## config.mk

```make
export PLATFORM = sky130hd
export DESIGN_NAME = pmt_ram
export DESIGN_NICKNAME = d
export VERILOG_FILES = /design/src/rtl/core/assert_macros.svh /design/src/rtl/core/pmt_ram.sv
export SDC_FILE = /design/constraint.sdc
export NUM_CORES = 1
export LEC_CHECK = 0
export BUFFER_PORTS_ARGS = -buffer_cell sky130_fd_sc_hd__buf_2
export CORE_MARGIN = 2
export CORE_UTILIZATION = 55
export CTS_BUF_LIST = sky130_fd_sc_hd__clkbuf_16
export CTS_CLUSTER_DIAMETER = 40
export DETAILED_ROUTE_END_ITERATION = 10
export PLACE_DENSITY = 0.73
export SYNTH_ARGS = -nofsm -noshare
export SYNTH_HDL_FRONTEND = slang
export SYNTH_SLANG_ARGS = --single-unit
```

## constraint.sdc

```tcl
create_clock -name i_clk -period 2.5 [get_ports i_clk]
set_clock_uncertainty 0.15 [all_clocks]
set_input_delay 0.125 -clock i_clk [delete_from_list [all_inputs] [get_ports i_clk]]
set_output_delay 0.125 -clock i_clk [all_outputs]
set_load 0.1 [all_outputs]
```

## src/rtl/core/assert_macros.svh

```systemverilog
// ============================================================================
// Assertion macros
// Shared concurrent assertion wrappers for the RTL.
// ============================================================================
`ifndef ASSERT_MACROS_SVH
`define ASSERT_MACROS_SVH

// Checked on every rising edge once reset is released.
`define ASSERT_CLK(lbl, prop, msg) \
    lbl: assert property (@(posedge i_clk) disable iff (!i_rst_n) prop) else $error(msg);

// Checked on every rising edge, reset included.
`define ASSERT_CLK_ALWAYS(lbl, prop, msg) \
    lbl: assert property (@(posedge i_clk) prop) else $error(msg);

`endif

```

## src/rtl/core/pmt_ram.sv

```systemverilog
// ============================================================================
// pmt_ram
// Generic single-write, single-read RAM with registered read data.
// ============================================================================
`default_nettype none

module pmt_ram #(
    parameter  int WIDTH = 8,
    parameter  int DEPTH = 16,
    localparam int AW    = (DEPTH > 1) ? $clog2(DEPTH) : 1
) (
    input  logic             i_clk,
    input  logic             i_we,
    input  logic [AW-1:0]    i_waddr,
    input  logic [WIDTH-1:0] i_wdata,
    input  logic [AW-1:0]    i_raddr,
    output logic [WIDTH-1:0] o_rdata
);

    logic [WIDTH-1:0] r_mem [DEPTH];
    logic [WIDTH-1:0] r_rdata;

    always_ff @(posedge i_clk) begin
        if (i_we) begin
            r_mem[i_waddr] <= i_wdata;
        end
        r_rdata <= r_mem[i_raddr];
    end

    assign o_rdata = r_rdata;

endmodule

`default_nettype wire

```

==> Yosys cells after proc, flatten, opt, wreduce, memory -nomap -nowiden <==
Memory sizes are Yosys's and may differ from the RTL's. A register that Yosys moved wholly into a read port is not among the register bits.
Index checks and enable logic that the tools add are counted.
{ "totals": {"reg_bits": 0, "ram_bits": 128, "inputBits": 18, "mem_count": 1} }
{ "memory_table": {"columns": ["name", "depth", "word_bits", "read_ports", "rd_clocked_by_memory_dff", "write_ports", "line_no", "source"], "rows": [
  ["r_mem", 16, 8, 1, 1, 1, "pmt_ram.sv:20", "logic [WIDTH-1:0] r_mem [DEPTH];"]
]} }
{ "classes": {"mux": 2} }
{ "op_table": {"columns": ["op", "count"], "rows": [
  ["$mux 1", 2]
]} }

==> Depth between registers and ports, before layout <==
Gate-level depths: netlist of the first run.
{ "depth": {"ltp_word": 2, "mapped_depth": 5, "depth_no_buf": 3} }

==> Worst setup path before layout of the first run <==
Ideal clock, no wire load.
{ "synth_timing": {"path_kind": "input to register", "from": "in i_waddr[2]", "to": "mem r_mem[0][0], enable pin", "setup_time_ns": 0.383, "arrival_ns": 1.235, "slack_ns": 0.732, "cell_stages": 2, "path_cell_list": "or3b_2 nor3_1"} }
{ "synth_lines": {"columns": ["element", "line_no", "source"], "rows": [
  ["start, declared", "pmt_ram.sv:14", "input logic [AW-1:0] i_waddr,"],
  ["end, declared", "pmt_ram.sv:20", null]
]} }
No word-level cell before the write port.

==> metrics, run 1 <==
syn_nets about 250; post-synthesis sequential area ratio between 70% and 80%; Worst setup SP type flip-flop; peak supply drop approximately 700 uV; total track usage around a fifth; clk buf depth 2; Layout fillers ~570; RSZ-0062 raised after global routing no; syn_area_per_cell 22.5 um2; routed length per instance roughly 24 um; via/cell ratio a little under 6; Inserted Diodes 0; nets 304; clk sinks between 100 and 150; sequential cell area between 4000 and 5000 um2; Starting Density 56.2%; DR vias 2443; maximum fanout along the worst path 1; Final Worst Setup Slack around 0.93 ns; Final period util 62.7%; fraction of layout cells with a size suffix above 1 about 29%; synthesis-to-finish area growth 19.0%; Min Hold Slack approximately 0.046 ns; DRC 0; status complete, no violations; clock share of power a little under half; die area approximately 10000 um2; min-delay worst type in2reg; register share of total power 48.0%; CTS tree yes; r2r startpoint r_mem[2][0]; global-route wire length before repair about 15000 um; Setup CP Type reg2reg; Die Y 101 um; post-route ant nets 0; htree depth 4; num ports 26; crit end category flip-flop; Power Density about 870 nW/um2; Yosys reg bits 136; PostCTS Resize Cnt 0; synthesized area ~5100 um2; Synth Instances approximately 230; Switching Power between 1 and 1.5 mW; vias in the first global route between 2000 and 2500; Tightest Pin Transition 0.731 ns; Hold Path Origin i_waddr[0]; switching share of power about a fifth; Max transition margin between 50% and 60%; Slew Viols, Final 0; drt pass-1 iters 4; Critical Path Source r_mem[2][0]; DRT iter0 DRCs 200; Synth Warn # 0; DP Worst Slack roughly 0.65 ns; Root Driver clkbuf_16; final wirelength just under 10000 um; Worst EP required around 2.6 ns; leak pwr between 2 and 2.5 nW; CTS clk-pin slew, worst paths 0.06 ns; row count 35; Crit path arrival time between 1.5 and 2 ns; post-DP HPWL ~6000 um; Netlist cell types 19; combinational share of power under 10%; initial antenna violation count 0; worst skew pair latency ~0.41 ns; Final Hold Vio Count 0; CORE AREA around 9000 um2; Setup TNS 0 ns; cts bufs inserted 17; largest net degree at the start of global routing 33; final RePlAce weighted congestion 0.816; area of the multi-input gates 1060 um2; # setup viols final 0; Die W 101 um; fmax around 640 MHz; grt total ovfl 0; P_int 4.21 mW; # port buffers 25; max_cap viols 0; min cycle time layout 1.57 ns
[repair_timing]
| item | 4_1_cts | 5_1_grt |
|---|---|---|
| endpoints found under the hold margin | 128 | 0 |
| buffers inserted | 0 | 0 |
| hold buffers | 8 | 0 |
[Yosys cell counts, drive strengths merged]
library cell	number	area, um2
edfxtp	128	3840
mux4	32	773
a22oi	16	120
nor2	13	48.8
nand2	9	33.8
dfxtp	8	160
buf	7	56.3
nor3	4	20.0
clkdlybuf4s25	3	30.0
nand2b	2	12.5
nand3b	2	15.0
and2	1	6.26
and2b	1	7.51
nand3	1	5.00
nor2b	1	6.26
or3b	1	8.76
[cells by family after synthesis]
kind of cell,count (synthesis),synth area share (%)
flops,136,77.8
simple gates,35,3.18
mux,32,15.0
compound gates,16,2.33
buf+inv,10,1.68
[worst paths after layout]
kind                 end  slack [ns]  depth (start not counted)
max           o_rdata[0]        0.93                          3
min          r_mem[4][1]        0.05                          2
max reg2reg   o_rdata[0]        0.93                          3
min reg2reg   o_rdata[7]        0.52                          3
[critical path, stage by stage (launching register included)]
cell and delay [ns]:
edfxtp_1 0.38, mux4_1 0.53, a22oi_1 0.29, nand2_1 0.10
[routing by layer]
metal / GRT usage (%) / wire (um) / up-vias
met2: 31.4 / 4820 / 102
met1: 31.0 / 4230 / 1248
li1: - / - / 1085
met5: 0 / 0 / -
met4: 7.27 / 104 / 0
met3: 6.24 / 599 / 8
[sequential cells by signal (all words and copies together) (netlist names)]
signal / flops
o_rdata: 8
r_mem: 128
[power by group through the flow]
stage          logic (mW)  registers (mW)  clock network (mW)
2_1_floorplan       0.129            2.72                   0
3_3_place_gp        0.337            2.61                   0
3_5_place_dp        0.342            2.61                   0
4_1_cts             0.355            2.57                2.45
5_1_grt             0.373            2.57                2.56
6_report            0.351            2.57                2.43
[area by class of cell]
cell class	count	area share [%]
Clock inverter	15	2.59
Timing Repair Buffer	48	5.60
Tap cell	111	2.27
Clock buffer	17	6.94
Sequential cell	136	65.3
Multi-Input combinational cell	83	17.3
[cell usage in the layout (no fill, tap or decap)]
cell type | synthesis | routed
edfxtp_1 | 128 | 128
buf_2 | 3 | 25
mux4_2 | 18 | 18
clkbuf_16 | 0 | 17
a22oi_1 | 16 | 16
mux4_1 | 14 | 14
nor2_1 | 13 | 13
buf_4 | 1 | 13
nand2_1 | 9 | 9
dlygate4sd3_1 | 0 | 8
dfxtp_1 | 8 | 8
nor3_1 | 4 | 4
clkinv_2 | 0 | 4
bufinv_16 | 0 | 3
clkinv_1 | 0 | 3
nand3b_1 | 2 | 2
nand2b_1 | 2 | 2
clkinv_4 | 0 | 2
buf_12 | 0 | 2
nor2b_1 | 1 | 1
and2_1 | 1 | 1
and2b_1 | 1 | 1
nand3_1 | 1 | 1
or3b_2 | 1 | 1
inv_6 | 0 | 1
inv_1 | 0 | 1
clkinvlp_4 | 0 | 1
[through the flow]
stage,area (um2),std cells,power [mW],util [%]
after global placement,5460,370,2.95,59.7
after floorplan,5150,229,2.85,-
final,6130,410,5.35,66.9
after detailed placement,5460,370,2.96,59.7
after CTS,6130,410,5.38,66.9
after global routing,6130,410,5.51,66.9
Power figures use the tool's default switching activity.
==> run 2, diff against run 1 <==
- ABC_AREA: default -> 1
- PLACE_DENSITY: 0.73 -> 0.75
- clock period: 2.5 -> 1.43 ns (I/O delays scaled with it)
==> metrics, run 2 <==
status complete, no violations; fmax between 700 and 800 MHz; initial antenna violation count 0; Worst path max stage delay between 0.4 and 0.5 ns; Final Worst Setup Slack around 0.040 ns; synthesized area approximately 5800 um2; clk buf depth 2; Slowest cell on crit path buf_2; Setup CP Type reg2out; via/cell ratio between 5 and 6; Synth Instances between 500 and 600; Critical Path Source o_rdata[1]; top cells by area, synth edfxtp_1 (67%), nand2_1 (11%), nand3_1 (8.4%); total track usage 25.2%; DRT iter0 DRCs 319; CTS clk-pin slew, worst paths ~0.06 ns; most common cell after layout, fill and taps aside nand2_1; worst path cell trace buf_2; Setup TNS 0 ns; Async S/R FF share, synth 0%; max_cap viols 0; min cycle time layout approximately 1.4 ns; worst skew pair latency 0.41 ns; largest net degree at the start of global routing 33; min-delay worst type in2reg; r2r startpoint r_mem[0][3]; # setup viols final 0; Layout fillers between 700 and 800; most frequent cells in the layout nand2_1 (173), edfxtp_1 (128), inv_1 (100); post-DP HPWL ~8100 um; cts bufs inserted 17; htree depth 4; most numerous cell in the Yosys netlist nand2_1; die area 11300 um2; RSZ-0062 raised after global routing no; Hold Path Origin i_raddr[2]; syn_nets roughly 570; Synth Warn # 0; row count 37; Worst setup SP type flip-flop; Starting Density between 50% and 60%; Slew Viols, Final 0; routed length per instance 17.2 um; leak pwr about 3 nW; clk sinks approximately 140; drt pass-1 iters 5; nets 629; Final Hold Vio Count 0; post-route ant nets 0; Max transition margin about two thirds; cell taking the most area after synthesis edfxtp_1; DP Worst Slack roughly 0.13 ns; Top FF cell, synth edfxtp_1; Power Density around 1400 nW/um2; Final Non-Filler Cells 760; synthesis-to-finish area growth 20.0%; Top reg by flops r_mem; crit end category output port; Yosys reg bits ~140; Netlist cell types 12; fraction of layout cells with a size suffix above 1 between 10% and 20%; delay-heaviest family, CP buffers and inverters; Final period util between 90 and 100%; syn_area_per_cell ~10 um2; Tightest Pin Transition between 0.4 and 0.5 ns; Inserted Diodes 0; final RePlAce weighted congestion around 0.85; post-synthesis sequential area ratio 69.4%; setup bufs post-CTS 0; Worst EP required 1.21 ns; # port buffers 25; peak supply drop 841 uV; CTS tree yes; DRC 0; grt total ovfl 0; CP Buf/Inv Count 1; Placed Instances just over 700; number of synthesized flops with an enable pin approximately 130; top post-synthesis cells by count nand2_1 (173), edfxtp_1 (128), inv_1 (100); maximum fanout along the worst path 1; Synth top area share roughly 67%; final wirelength around 13000 um; num ports 26; Root Driver clkbuf_16; Largest register FFs 128; global-route wire length before repair a little over 20000 um; vias in the first global route around 4000; Crit path arrival time 1.17 ns; Die Y 106 um; Die W 106 um; DR vias about 3900; CORE AREA approximately 10000 um2
-- run 2: cells by family after synthesis --
| kind of cell | count (synthesis) | share of synthesized area [%] |
|---|---|---|
| DFF | 136 | 69.4 |
| and+or+nand+nor | 289 | 21.0 |
| buffers and inverters | 126 | 9.52 |
-- run 2: layout make-up --
| type | instances | area [um2] | area share (%) |
|---|---|---|---|
| flip-flops and latches | 136 | 4000 | 57.9 |
| multi-input cells | 289 | 1210 | 17.5 |
| repair buffers | 65 | 513 | 7.42 |
| clock buffers | 17 | 425 | 6.15 |
| inverters | 102 | 385 | 5.57 |
| clock inverters | 15 | 206 | 2.98 |
| well taps | 136 | 170 | 2.46 |
-- run 2: path summary, 6_finish.rpt --
path         depth (start not counted)    endpoint  slack (ns)
min                                  5  o_rdata[0]        0.06
max reg2reg                          6  o_rdata[3]        0.25
max                                  1  o_rdata[1]        0.04
min reg2reg                          6  o_rdata[0]        0.52
-- run 2: layer usage --
metal / wire, um / global-route usage (%) / up-vias
met2: 6830 / 42.4 / 155
met4: 247 / 10.2 / 0
li1: - / - / 1894
met5: 0 / 0 / -
met1: 5140 / 31.8 / 1875
met3: 885 / 5.46 / 23
-- run 2: power breakdown --
group	switching (mW)	internal, mW
combinational	0.574	0.207
sequential	0.0284	4.46
clock	1.60	3.07
-- run 2: through the flow --
stage / instance area (um2) / hold slack, ns / utilization (%) / total power [mW]
after floorplan: 5770 / 0.0204 / - / 5.06
after global placement: 6150 / 0.289 / 60.1 / 5.29
after detailed placement: 6150 / 0.285 / 60.1 / 5.31
after CTS: 6890 / 0.0485 / 67.3 / 9.95
after global routing: 6920 / 0.0962 / 67.6 / 10.2
final: 6920 / 0.0621 / 67.6 / 9.94
-- run 2: timing repair --
action | 4_1_cts | 5_1_grt
hold buffers | 10 | 0
setup endpoints to repair | 2 | 1
endpoints found under the hold margin | 136 | 0
gates resized for setup | 2 | 2
gates cloned | 0 | 1
